`src/rtl/bpsu_pkg.sv`:
```
// Shared types and constants for the BMP pixel stream unpacker.
// No dependencies; every other file in rtl/ depends on this package.
`default_nettype none

package bpsu_pkg;

  // Largest image dimension in pixels; larger header values are clamped
  localparam int MAX_DIM     = 4096;
  localparam int DIM_W       = $clog2(MAX_DIM) + 1;   // magnitude 0..MAX_DIM
  localparam int CNT_W       = $clog2(MAX_DIM);       // column / row counters
  localparam int CFG_DATA_W  = 14;
  localparam int CFG_INDEX_W = 3;
  localparam int SIZE_W      = 14;
  localparam int ORIGIN_W    = 12;
  localparam int COORD_W     = 13;
  localparam int COLOR_W     = 32;

  typedef logic [CFG_INDEX_W-1:0] cfg_index_t;
  typedef logic [CFG_DATA_W-1:0]  cfg_data_t;

  // Configuration register indexes
  typedef enum logic [CFG_INDEX_W-1:0] {
    CFG_IMAGE_WIDTH  = 3'd0,
    CFG_IMAGE_HEIGHT = 3'd1,
    CFG_HAS_ALPHA    = 3'd2,
    CFG_ORIGIN_X     = 3'd3,
    CFG_ORIGIN_Y     = 3'd4
  } cfg_reg_t;

  // Byte position inside one pixel
  typedef enum logic [1:0] {
    PH_BLUE  = 2'd0,
    PH_GREEN = 2'd1,
    PH_RED   = 2'd2,
    PH_ALPHA = 2'd3
  } phase_t;

  // Geometry handed to the coordinate mapper
  typedef struct packed {
    logic [DIM_W-1:0]    w_mag;
    logic                w_neg;
    logic [DIM_W-1:0]    h_mag;
    logic                h_neg;
    logic [ORIGIN_W-1:0] origin_x;
    logic [ORIGIN_W-1:0] origin_y;
  } geom_t;

  // Mapped coordinate and end-of-row / end-of-image flags
  typedef struct packed {
    logic [COORD_W-1:0] screen_x;
    logic [COORD_W-1:0] screen_y;
    logic               last_col;
    logic               last_row;
  } coord_t;

  // Magnitude of a signed header dimension, clamped to MAX_DIM
  function automatic logic [DIM_W-1:0] dim_mag(input logic [SIZE_W-1:0] raw);
    logic [SIZE_W-1:0] m;
    m = raw[SIZE_W-1] ? (SIZE_W'(0) - raw) : raw;
    if (m > SIZE_W'(MAX_DIM)) begin
      m = SIZE_W'(MAX_DIM);
    end
    return m[DIM_W-1:0];
  endfunction

endpackage

`default_nettype wire

```
`src/rtl/bpsu_if.sv`:
```
// Valid/ready channel interfaces: raw byte input and mapped pixel output.
// Depends on bpsu_pkg for field widths.
`default_nettype none

interface bpsu_byte_if;
  logic       valid;
  logic       ready;
  logic [7:0] pixel_byte;

  modport source (output valid, output pixel_byte, input ready);
  modport sink   (input valid, input pixel_byte, output ready);
endinterface

interface bpsu_pixel_if;
  logic                           valid;
  logic                           ready;
  logic [bpsu_pkg::COORD_W-1:0]   screen_x;
  logic [bpsu_pkg::COORD_W-1:0]   screen_y;
  logic [bpsu_pkg::COLOR_W-1:0]   argb_color;
  logic                           image_done;

  modport source (output valid, output screen_x, output screen_y, output argb_color,
                  output image_done, input ready);
  modport sink   (input valid, input screen_x, input screen_y, input argb_color,
                  input image_done, output ready);
endinterface

`default_nettype wire

```
`src/rtl/bpsu_coord.sv`:
```
// Coordinate mapper: turns column/row counters into screen coordinates,
// honoring mirrored rows and bottom-up images. Depends on bpsu_pkg.
`default_nettype none

module bpsu_coord (
  input  bpsu_pkg::geom_t                geom,
  input  logic [bpsu_pkg::CNT_W-1:0]     column_count,
  input  logic [bpsu_pkg::CNT_W-1:0]     row_count,
  output bpsu_pkg::coord_t               coord
);
  import bpsu_pkg::*;

  logic [COORD_W-1:0] col_ext;
  logic [COORD_W-1:0] row_ext;
  logic [COORD_W-1:0] ox_ext;
  logic [COORD_W-1:0] oy_ext;
  logic [COORD_W-1:0] w_ext;
  logic [COORD_W-1:0] h_ext;
  logic [DIM_W-1:0]   col_inc;
  logic [DIM_W-1:0]   row_inc;

  assign col_ext = COORD_W'(column_count);
  assign row_ext = COORD_W'(row_count);
  assign ox_ext  = COORD_W'(geom.origin_x);
  assign oy_ext  = COORD_W'(geom.origin_y);
  assign w_ext   = COORD_W'(geom.w_mag);
  assign h_ext   = COORD_W'(geom.h_mag);
  assign col_inc = DIM_W'(column_count) + DIM_W'(1);
  assign row_inc = DIM_W'(row_count) + DIM_W'(1);

  // Map counters to the screen; sums wrap at the coordinate width
  always_comb begin
    coord.screen_x = geom.w_neg ? (ox_ext + w_ext - COORD_W'(1) - col_ext)
                                : (ox_ext + col_ext);
    coord.screen_y = geom.h_neg ? (oy_ext + row_ext)
                                : (oy_ext + h_ext - COORD_W'(1) - row_ext);
    coord.last_col = (col_inc >= geom.w_mag);
    coord.last_row = (row_inc >= geom.h_mag);
  end

endmodule

`default_nettype wire

```
`src/rtl/bmp_pixel_stream_unpacker_core.sv`:
```
// Top level of the BMP pixel stream unpacker: configuration registers,
// byte assembly, row/padding counters and the output register.
// Depends on bpsu_pkg, bpsu_if (interfaces) and bpsu_coord.
//
//  channel    dir  handshake      payload
//  byte_in    in   valid/ready    pixel_byte[7:0]
//  pixel_out  out  valid/ready    screen_x[12:0] screen_y[12:0] argb_color[31:0] image_done
//  cfg        in   cfg_we only    cfg_index[2:0] cfg_data[13:0]
//
// One byte is taken per clock; a finished pixel appears on pixel_out the cycle after
// its last byte is taken. The single output register sets the rate: a byte is taken
// whenever that register is empty or being drained in the same cycle.
// Synchronous reset restores the header defaults (800 x 480, 24-bit) and clears counters.
// A stalled pixel_out holds its pixel and blocks every byte, padding included, until
// that pixel transfers.
`default_nettype none

module bmp_pixel_stream_unpacker_core (
  input  logic                          clk,
  input  logic                          rst,
  bpsu_byte_if.sink                     byte_in,
  bpsu_pixel_if.source                  pixel_out,
  input  logic                          cfg_we,
  input  bpsu_pkg::cfg_index_t          cfg_index,
  input  bpsu_pkg::cfg_data_t           cfg_data
);
  import bpsu_pkg::*;

  // Configuration registers
  logic [SIZE_W-1:0]   image_width;
  logic [SIZE_W-1:0]   image_height;
  logic                has_alpha;
  logic [ORIGIN_W-1:0] origin_x;
  logic [ORIGIN_W-1:0] origin_y;

  // Stream state
  phase_t              byte_phase;
  logic [15:0]         partial_color;
  logic [CNT_W-1:0]    column_count;
  logic [CNT_W-1:0]    row_count;
  logic [1:0]          pad_remaining;
  logic [7:0]          red_byte;
  logic [7:0]          red_sel;

  // Output register
  logic                out_valid;
  logic [COORD_W-1:0]  out_x;
  logic [COORD_W-1:0]  out_y;
  logic [COLOR_W-1:0]  out_color;
  logic                out_done;

  geom_t               geom;
  coord_t              coord;
  logic                in_fire;
  logic                dim_zero;
  logic                emit;
  logic [7:0]          alpha;
  logic [7:0]          data;

  // Hold configuration writes
  always_ff @(posedge clk) begin
    if (rst) begin
      image_width  <= SIZE_W'(800);
      image_height <= SIZE_W'(480);
      has_alpha    <= 1'b0;
      origin_x     <= '0;
      origin_y     <= '0;
    end else if (cfg_we) begin
      unique case (cfg_index)
        CFG_IMAGE_WIDTH:  image_width  <= cfg_data[SIZE_W-1:0];
        CFG_IMAGE_HEIGHT: image_height <= cfg_data[SIZE_W-1:0];
        CFG_HAS_ALPHA:    has_alpha    <= cfg_data[0];
        CFG_ORIGIN_X:     origin_x     <= cfg_data[ORIGIN_W-1:0];
        CFG_ORIGIN_Y:     origin_y     <= cfg_data[ORIGIN_W-1:0];
        default: ;
      endcase
    end
  end

  // Decode geometry
  always_comb begin
    geom.w_mag    = dim_mag(image_width);
    geom.w_neg    = image_width[SIZE_W-1];
    geom.h_mag    = dim_mag(image_height);
    geom.h_neg    = image_height[SIZE_W-1];
    geom.origin_x = origin_x;
    geom.origin_y = origin_y;
  end

  bpsu_coord u_coord (
    .geom         (geom),
    .column_count (column_count),
    .row_count    (row_count),
    .coord        (coord)
  );

  // Accept a byte whenever the output register is free or draining
  assign byte_in.ready = !out_valid || pixel_out.ready;
  assign in_fire       = byte_in.valid && byte_in.ready;
  assign data          = byte_in.pixel_byte;
  assign dim_zero      = (geom.w_mag == '0) || (geom.h_mag == '0);

  // A pixel completes on red without alpha, or on the alpha byte
  always_comb begin
    emit  = 1'b0;
    alpha = 8'h00;
    if (in_fire && !dim_zero && pad_remaining == 2'd0) begin
      if (byte_phase == PH_ALPHA) begin
        emit  = 1'b1;
        alpha = data;
      end else if (byte_phase == PH_RED && !has_alpha) begin
        emit  = 1'b1;
      end
    end
  end

  // Advance byte assembly, padding and row/column counters
  always_ff @(posedge clk) begin
    if (rst) begin
      byte_phase    <= PH_BLUE;
      column_count  <= '0;
      row_count     <= '0;
      pad_remaining <= '0;
    end else if (in_fire && !dim_zero) begin
      if (pad_remaining != 2'd0) begin
        pad_remaining <= pad_remaining - 2'd1;
      end else begin
        unique case (byte_phase)
          PH_BLUE:  byte_phase <= PH_GREEN;
          PH_GREEN: byte_phase <= PH_RED;
          PH_RED:   byte_phase <= has_alpha ? PH_ALPHA : PH_BLUE;
          PH_ALPHA: byte_phase <= PH_BLUE;
          default:  byte_phase <= PH_BLUE;
        endcase
        if (emit) begin
          if (coord.last_col) begin
            column_count  <= '0;
            // 24-bit rows need w mod 4 pad bytes; 32-bit rows need none
            pad_remaining <= has_alpha ? 2'd0 : geom.w_mag[1:0];
            row_count     <= coord.last_row ? '0 : row_count + CNT_W'(1);
          end else begin
            column_count  <= column_count + CNT_W'(1);
          end
        end
      end
    end
  end

  // Gather blue and green; hold red for a following alpha byte
  always_ff @(posedge clk) begin
    if (in_fire && !dim_zero && pad_remaining == 2'd0) begin
      if (byte_phase == PH_BLUE) begin
        partial_color[7:0] <= data;
      end
      if (byte_phase == PH_GREEN) begin
        partial_color[15:8] <= data;
      end
      if (byte_phase == PH_RED) begin
        red_byte <= data;
      end
    end
  end

  assign red_sel = (byte_phase == PH_RED) ? data : red_byte;

  // Load the output register on a finished pixel; drop valid on transfer
  always_ff @(posedge clk) begin
    if (rst) begin
      out_valid <= 1'b0;
    end else if (emit) begin
      out_valid <= 1'b1;
    end else if (pixel_out.ready) begin
      out_valid <= 1'b0;
    end
  end

  always_ff @(posedge clk) begin
    if (emit) begin
      out_x     <= coord.screen_x;
      out_y     <= coord.screen_y;
      out_color <= {alpha, red_sel, partial_color};
      out_done  <= coord.last_col && coord.last_row;
    end
  end

  assign pixel_out.valid      = out_valid;
  assign pixel_out.screen_x   = out_x;
  assign pixel_out.screen_y   = out_y;
  assign pixel_out.argb_color = out_color;
  assign pixel_out.image_done = out_done;

  // Padding is only ever pending between pixels
  a_pad_at_pixel_start: assert property (@(posedge clk) disable iff (rst)
    pad_remaining != 2'd0 |-> byte_phase == PH_BLUE)
    else $error("padding pending in the middle of a pixel");

  // A row end clears the column counter
  a_row_end_clears_col: assert property (@(posedge clk) disable iff (rst)
    emit && coord.last_col |=> column_count == '0)
    else $error("column counter not cleared at row end");

  // 32-bit rows never load padding
  a_no_pad_with_alpha: assert property (@(posedge clk) disable iff (rst)
    emit && coord.last_col && has_alpha |=> pad_remaining == 2'd0)
    else $error("padding loaded for a 32-bit row");

  // A new pixel only appears after a byte transfer
  a_pixel_from_byte: assert property (@(posedge clk) disable iff (rst)
    $rose(out_valid) |-> $past(in_fire))
    else $error("pixel appeared without a byte transfer");

endmodule

`default_nettype wire
```
`src/flat_wrapper.sv`:
```
// flat-port wrapper written by rule: the top's interface ports become plain ports
module bmp_pixel_stream_unpacker_core_flat import bpsu_pkg::*;
  (clk, rst, cfg_we, cfg_index, cfg_data, byte_in_valid, byte_in_pixel_byte, byte_in_ready, pixel_out_valid, pixel_out_screen_x, pixel_out_screen_y, pixel_out_argb_color, pixel_out_image_done, pixel_out_ready);
  bpsu_byte_if byte_in_i ();
  bpsu_pixel_if pixel_out_i ();
  input  logic clk;
  input  logic rst;
  input  logic cfg_we;
  input  bpsu_pkg::cfg_index_t cfg_index;
  input  bpsu_pkg::cfg_data_t cfg_data;
  input wire logic [$bits(byte_in_i.valid)-1:0] byte_in_valid;
  input wire logic [$bits(byte_in_i.pixel_byte)-1:0] byte_in_pixel_byte;
  output wire logic [$bits(byte_in_i.ready)-1:0] byte_in_ready;
  output wire logic [$bits(pixel_out_i.valid)-1:0] pixel_out_valid;
  output wire logic [$bits(pixel_out_i.screen_x)-1:0] pixel_out_screen_x;
  output wire logic [$bits(pixel_out_i.screen_y)-1:0] pixel_out_screen_y;
  output wire logic [$bits(pixel_out_i.argb_color)-1:0] pixel_out_argb_color;
  output wire logic [$bits(pixel_out_i.image_done)-1:0] pixel_out_image_done;
  input wire logic [$bits(pixel_out_i.ready)-1:0] pixel_out_ready;
  assign byte_in_i.valid = byte_in_valid;
  assign byte_in_i.pixel_byte = byte_in_pixel_byte;
  assign byte_in_ready = byte_in_i.ready;
  assign pixel_out_valid = pixel_out_i.valid;
  assign pixel_out_screen_x = pixel_out_i.screen_x;
  assign pixel_out_screen_y = pixel_out_i.screen_y;
  assign pixel_out_argb_color = pixel_out_i.argb_color;
  assign pixel_out_image_done = pixel_out_i.image_done;
  assign pixel_out_i.ready = pixel_out_ready;
  bmp_pixel_stream_unpacker_core u_core (.clk(clk), .rst(rst), .byte_in(byte_in_i), .pixel_out(pixel_out_i), .cfg_we(cfg_we), .cfg_index(cfg_index), .cfg_data(cfg_data));
endmodule
```
`config.mk`:
```
export PLATFORM = sky130hd
export DESIGN_NAME = bmp_pixel_stream_unpacker_core_flat
export DESIGN_NICKNAME = d
export VERILOG_FILES = /design/src/rtl/bpsu_pkg.sv /design/src/rtl/bpsu_if.sv /design/src/rtl/bpsu_coord.sv /design/src/rtl/bmp_pixel_stream_unpacker_core.sv /design/src/flat_wrapper.sv
export SDC_FILE = /design/constraint.sdc
export NUM_CORES = 1
export LEC_CHECK = 0
export ABC_AREA = 1
export BUFFER_PORTS_ARGS = -buffer_cell sky130_fd_sc_hd__buf_4
export CORE_MARGIN = 3
export CORE_UTILIZATION = 60
export DETAILED_ROUTE_END_ITERATION = 8
export MAX_ROUTING_LAYER = met4
export PLACE_DENSITY = 0.8
export SLEW_MARGIN = 10
export SYNTH_ARGS = -nofsm -noshare
export SYNTH_HDL_FRONTEND = slang
export SYNTH_SLANG_ARGS = --single-unit
```
`constraint.sdc`:
```
create_clock -name clk -period 8.2 [get_ports clk]
set_clock_uncertainty 0.05 [all_clocks]
set_input_delay 0.82 -clock clk [delete_from_list [all_inputs] [get_ports clk]]
set_output_delay 0.82 -clock clk [all_outputs]
set_load 0.02 [all_outputs]
```
## Word level (Yosys, flattened, before mapping)

Cells that the tools add are included.

| storage, ports and cells | value |
|---|---|
| flip-flop bits (word level) | 165 |
| RAM bits | 0 |
| ROM bits | 0 |
| latch bits | 0 |
| output and inout bits | 61 |
| memories | 0 |

| cells by class | value |
|---|---|
| magnitude comparators | 4 |
| bitwise operators | 1 |
| shifts and indexed selects | 0 |
| mux-type cells | 20 |
| reductions and logical operators | 31 |
| eq/ne operators | 7 |
| $mul | 0 |
| divide/modulo/power cells | 0 |
| $add $sub $neg | 15 |

Operators with widths:

| operator | number |
|---|---|
| 2-to-1 mux 13 bit | 4 |
| greater-than comparator 14 x 13 -> 1 bit, second input constant | 2 |
| 2-to-1 mux 14 bit | 2 |
| subtractor 1 x 14 -> 14 bit, first input constant | 2 |
| adder 12 x 1 -> 13 bit, second input constant | 2 |
| adder 12 x 12 -> 13 bit | 2 |
| adder 12 x 13 -> 13 bit | 2 |
| >= comparator 13 bit | 2 |
| zero test 13 bit | 2 |
| subtractor 13 x 1 -> 13 bit, second input constant | 2 |
| subtractor 13 x 12 -> 13 bit | 2 |
| adder 12 x 1 -> 12 bit, second input constant | 2 |
| 2-to-1 mux 12 bit | 2 |
| AND reduction 2 bit | 9 |
| 2-to-1 mux 2 bit | 5 |
| 2-to-1 mux 8 bit | 1 |
| case mux 2 bit (4 select lines) | 1 |
| nonzero test 2 bit | 4 |
| == test 3 x 2 -> 1 bit, second input constant | 2 |
| AND reduction 3 bit | 2 |
| logical AND 1 bit | 5 |
| 2-to-1 mux 1 bit | 5 |
| == test 2 bit, second input constant | 2 |
| zero test 2 bit | 2 |
| other kinds (9) | 12 |

## Logic depth before layout (Yosys ltp)

| logic depth | value |
|---|---|
| depth after elaboration | 12 |
| gate-level depth with buffers | 35 |
| gate-level depth less buffers | 34 |

## Modules after synthesis

From an unflattened synthesis, not the netlist that was laid out.

| unflattened totals | value |
|---|---|
| cells, all modules | 1679 |
| area, all modules | 12318.1 um^2 |

Modules (own cells, without submodules):

| module | cells an instance | seq. area each (um^2) | times used | area an instance (um^2) |
|---|---|---|---|---|
| bmp_pixel_stream_unpacker_core | 835 | 4134.0 | 1 | 7373.3 |
| bpsu_coord | 844 | 0.0 | 1 | 4944.7 |

## Worst setup path before layout

Ideal clock, no wire load.

| timing | value |
|---|---|
| kind | register -> register |
| start point | register u_core.image_width[0] |
| end point | register u_core.out_x[11], in the netlist u_core.pixel_out.screen_x[11], data pin |
| setup time | 263 ps |
| stages on the path, launching flop included | 29 |
| slack | 4174 ps |
| arrival time | 3713 ps |
| data required time | 7887 ps |
| path through | dfxtp_1 > inv_1 > ha_1 > nand2_1 > inv_1 > nand2_1 > nand2_1 > nand2_1 > xor2_1 > nand2_1 > nand2_2 > clkbuf_1 > nand2_1 > fa_1 > fa_1 > inv_1 > a31oi_1 > nor2_1 > nor2_1 > o21ai_0 > inv_1 > nor2_1 > nor2_1 > nor2_1 > o21ai_0 > nand2_1 > nand2_1 > nand2_1 > o21ai_0 |

RTL lines:

| what | RTL line | source |
|---|---|---|
| from (decl) | bmp_pixel_stream_unpacker_core.sv:30 | `logic [SIZE_W-1:0] image_width;` |
| from (signal assigned) | bmp_pixel_stream_unpacker_core.sv:70 | `CFG_IMAGE_WIDTH: image_width <= cfg_data[SIZE_W-1:0];` |
| to (signal assigned) | bmp_pixel_stream_unpacker_core.sv:179 | `out_x <= coord.screen_x;` |
| to (decl) | bmp_pixel_stream_unpacker_core.sv:47 | `logic [COORD_W-1:0] out_x;` |

## Worst setup path after layout

| timing | value |
|---|---|
| start point | register u_core.image_height[13] |
| end point | register u_core.out_color[24], in the netlist u_core.pixel_out.argb_color[24], enable pin |

| on the way | value |
|---|---|
| cells in the longest elaborated chain, start to end | 10 |

Ends and longest elaborated chain:

| what | RTL line | source |
|---|---|---|
| from (decl) | bmp_pixel_stream_unpacker_core.sv:31 | `logic [SIZE_W-1:0] image_height;` |
| from (signal assigned) | bmp_pixel_stream_unpacker_core.sv:71 | `CFG_IMAGE_HEIGHT: image_height <= cfg_data[SIZE_W-1:0];` |
| subtractor 1 x 14 -> 14 bit | bpsu_pkg.sv:59 | `m = raw[SIZE_W-1] ? (SIZE_W'(0) - raw) : raw;` |
| 2-to-1 mux 14 bit (*) | bpsu_pkg.sv:59 |  |
| greater-than comparator 14 x 13 -> 1 bit | bpsu_pkg.sv:60 | `if (m > SIZE_W'(MAX_DIM)) begin` |
| 2-to-1 mux 13 bit (*) | bpsu_pkg.sv:60 |  |
| zero test 13 bit (*) | bmp_pixel_stream_unpacker_core.sv:101 | `assign dim_zero = (geom.w_mag == '0) \|\| (geom.h_mag == '0);` |
| logical OR 1 bit (*) | bmp_pixel_stream_unpacker_core.sv:101 |  |
| zero test 1 bit (*) | bmp_pixel_stream_unpacker_core.sv:107 | `if (in_fire && !dim_zero && pad_remaining == 2'd0) begin` |
| logical AND 1 bit (*) (2 in a row) | bmp_pixel_stream_unpacker_core.sv:107 |  |
| 2-to-1 mux 1 bit (*) | bmp_pixel_stream_unpacker_core.sv:107 |  |
| net u_core.emit | bmp_pixel_stream_unpacker_core.sv:56 | `logic emit;` |
| to (signal assigned) | bmp_pixel_stream_unpacker_core.sv:181 | `out_color <= {alpha, red_sel, partial_color};` |
| to (decl) | bmp_pixel_stream_unpacker_core.sv:49 | `logic [COLOR_W-1:0] out_color;` |

The timed path passes the listed nets; every way through them passes the cells marked *.
A chain may end at the register's enable or synchronous reset.

==> summary.md <==
| Metric | Value |
|---|---|
| Status | `finished clean` |
| Setup Fix Bufs, Post-CTS | `0` |
| Reg power frac | `0.430` |
| Clock Power Share | `0.372` |
| Hold depth | `0` |
| Worst hold path class | `flop to flop` |
| Wirelength per Cell | `16.0 um` |
| Clk pin slew, worst setup/hold paths | `80 ps` |
| Initial DRC count | `683` |
| Number of antenna violations at the first check in global routing | `0` |
| Hold path startpoint | `u_core.partial_color[9]` |
| Worst slack at placement | `2990 ps` |
| GR peak layer | `met2` |
| CTS tree | `built` |
| Post-synth top area share | `0.237` |
| Die H | `138 um` |
| Slew headroom | `0.310` |
| I/O Buffers | `90` |
| CTS root buffer | `clkbuf_16` |
| Sw Pwr | `0.000685 W` |
| # setup viols final | `0` |
| First-pass GRT wire length | `42.8 mm` |
| CP Data Arrival Time | `5310 ps` |
| # nets final | `1546` |
| Final slew viol count | `0` |
| Sw Share | `0.317` |
| Hold Fails Final Rpt | `0` |
| Antenna-violating nets left | `0` |
| R2R depth | `17` |
| # resized after CTS | `0` |
| Final core occ | `0.707` |
| Routability Congestion | `0.982` |
| Crit Path Class | `flop to flop` |
| Worst EP required | `8220 ps` |
| Avg Cell Area, Syn | `7.90 um2` |
| CTS Hold Bufs | `0` |
| Reg2reg start | `u_core.image_height[13]` |
| Area contributors post-synth | `edfxtp_1 24%, dfxtp_1 16%, nand2_1 9.2%` |
| Core ar. | `0.0169 mm2` |
| P_int | `0.00148 W` |
| Post-DP HPWL | `19.7 mm` |
| Worst vdd ir | `0.151 mV` |
| EDFF count, synth | `83` |
| Clock Latency Late Sink | `440 ps` |
| Layout overhead on the synthesized area | `13.5%` |
| Routed via count | `9222` |
| Startpoint types | `flop` |
| M2 GR Usage | `0.430` |
| Setup slack, reg-to-reg | `2910 ps` |
| RSZ-0062 raised after global routing | `no` |
| Max frequency | `189 MHz` |
| Worst Hold Endpoint | `u_core.pixel_out.argb_color[9]` |
| Site row count | `47` |
| Main flop type after synthesis | `edfxtp_1` |
| Number of global-route vias before repair | `8645` |
| Routed WL | `26.3 mm` |
| # IOs | `91` |
| Mapped Area | `0.0105 mm2` |
| Clk sinks | `165` |
| Met3 usage | `0.0618` |
| # diodes | `0` |
| Final worst slack | `2910 ps` |
| Tcrit/Tclk final | `0.645` |
| Die width | `138 um` |
| GRT overflow | `0` |
| Clock Path Buffers | `2` |
| YS warnings | `0` |
| Num CTS Buffers | `17` |
| Logic pwr share | `0.198` |
| Cells after synthesis | `1332` |
| Leak Pwr | `5.53 nW` |
| Post-synth ARST share | `0` |
| Period minus WS final | `5290 ps` |
| Reg2reg end | `u_core.pixel_out.argb_color[24]` |
| Total nets after synthesis | `1467` |
| Die ar. | `0.0192 mm2` |
| Sequential share of the synthesized area | `0.393` |
| DR pass1 iterations | `5` |
| Netlist cell types | `47` |
| Synth area leader | `edfxtp_1` |
| Largest net degree at the start of global routing | `65` |
| Layout cells sized above 1 | `0.105` |
| Initial Util | `0.623` |
| CTS H-tree lvls | `4` |
| Register bit total from synthesis | `165` |
| Worst Max-Slew Pin Slew | `1030 ps` |
| Max_cap viols | `0` |
| Tot GR Track Use | `0.283` |
| Fillers | `1319` |
| Residual DRC | `0` |
| TNS Setup | `0 ps` |
| Power Density | `181 mW/mm2` |
| Worst Setup End Kind | `flop` |
| Met1 GRT Util | `0.387` |
| Via density | `5.61` |
| Worst-path maximum fanout | `46` |
area by class of cell:
type                       instances  area [um2]  area share
multi-input combinational        906        5370       0.450
sequential                       165        4130       0.346
inverter                         227         853      0.0715
timing repair buffer              94         706      0.0591
clock buffer                      17         425      0.0356
tap                              220         275      0.0231
clock inverter                    15         173      0.0145
cells by family (layout without fill, tap and decap cells):
| logic type | Yosys count | after routing | share of synthesized area |
|---|---|---|---|
| and+or+nand+nor | 487 | 487 | 0.195 |
| adders and majority gates | 105 | 105 | 0.145 |
| buffers and inverters | 261 | 353 | 0.0974 |
| AOI/OAI and AO/OA | 285 | 285 | 0.146 |
| DFF | 165 | 165 | 0.393 |
| xor gates and xnor gates | 29 | 29 | 0.0241 |
power by group through the flow:
stage | registers (W) | logic (W) | clock network, W
2_1_floorplan | 0.000951 | 0.000300 | 0
3_3_place_gp | 0.000946 | 0.000407 | 0
3_5_place_dp | 0.000947 | 0.000418 | 0
4_1_cts | 0.000929 | 0.000425 | 0.000812
5_1_grt | 0.000932 | 0.000488 | 0.000847
6_report | 0.000929 | 0.000429 | 0.000804
registers in the layout, summed over array words and instances, names as in the netlist, 8 cells and up:
signal                       cells
u_core.image_width              14
u_core.partial_color            16
u_core.column_count             12
u_core.origin_y                 12
u_core.red_byte                  8
u_core.pixel_out.screen_y       13
u_core.row_count                12
u_core.pixel_out.argb_color     32
u_core.pixel_out.screen_x       13
u_core.origin_x                 12
u_core.image_height             14
layer usage:
metal / share of wire / wire length (um) / up-vias
met4: 0.017 / 448 / 0
met2: 0.45 / 11800 / 381
met3: 0.089 / 2330 / 33
met1: 0.45 / 11700 / 4257
li1: - / - / 4551
met5: 0 / 0 / -
critical path, cell delays in order, from the launching register on:
cell and delay [ps]:
dfxtp_1 1010, inv_2 380, o211ai_1 270, nand2_1 130, nor2_1 100, nand2_1 60
nor2_1 80, nand2_1 80, nand2_2 170, nand2_1 150, nand3_1 130, inv_2 40
nand2_2 90, nand3_2 110, nor2_4 520, nand2_2 440, inv_2 490, buf_4 570
worst max-delay path by stage:
stage          depth (start not counted)               startpoint  slack [ps]                         endpoint
2_1_floorplan                         28    u_core.image_width[0]        4170    u_core.pixel_out.screen_x[11]
3_3_place_gp                          17  u_core.image_height[13]        3110   u_core.pixel_out.argb_color[6]
3_5_place_dp                          17  u_core.image_height[13]        2990     u_core.pixel_out.screen_x[5]
4_1_cts                               17  u_core.image_height[13]        2970     u_core.pixel_out.screen_x[5]
5_1_grt                               17  u_core.image_height[13]        2450   u_core.pixel_out.argb_color[5]
6_report                              17  u_core.image_height[13]        2910  u_core.pixel_out.argb_color[24]
layout by cell type (no fill, tap or decap), types with 4 or more instances in the layout:
cell	instances
ha_1	77
clkbuf_16	17
a21oi_1	109
inv_1	221
nand3_1	45
inv_8	6
a31oi_1	5
buf_4	94
xor2_1	22
dfxtp_1	82
nor2_1	129
fa_1	28
clkinv_8	4
nand2_1	257
o211ai_1	12
nand3_2	4
o22ai_1	8
o21ai_1	6
o31ai_1	5
inv_2	4
o21ai_0	124
nand2_2	7
o21bai_1	7
nand4_1	23
edfxtp_1	83
nor3_1	8
xnor2_1	7
cells in the mapped netlist, types with 6 or more instances:
library cell / n
nor3_1: 10
fa_1: 28
a21oi_1: 109
nand2_2: 7
nor2_1: 129
o21ai_1: 6
o21bai_1: 7
o211ai_1: 12
nand4_1: 23
nand2_1: 257
xnor2_1: 7
xor2_1: 22
nand3_1: 45
edfxtp_1: 83
o21ai_0: 124
ha_1: 77
clkbuf_1: 20
inv_1: 222
dfxtp_1: 82
o22ai_1: 8
metrics by stage:
stage | area (um2) | hold WS [ps] | std cells | total power [W]
floorplan | 10500 | 350 | 1332 | 0.00125
global placement | 11300 | 351 | 1612 | 0.00135
detailed placement | 11300 | 355 | 1612 | 0.00137
CTS | 11900 | 369 | 1644 | 0.00217
global route | 11900 | 380 | 1644 | 0.00227
finish | 11900 | 370 | 1644 | 0.00216
(Power assumes the default switching activity.)
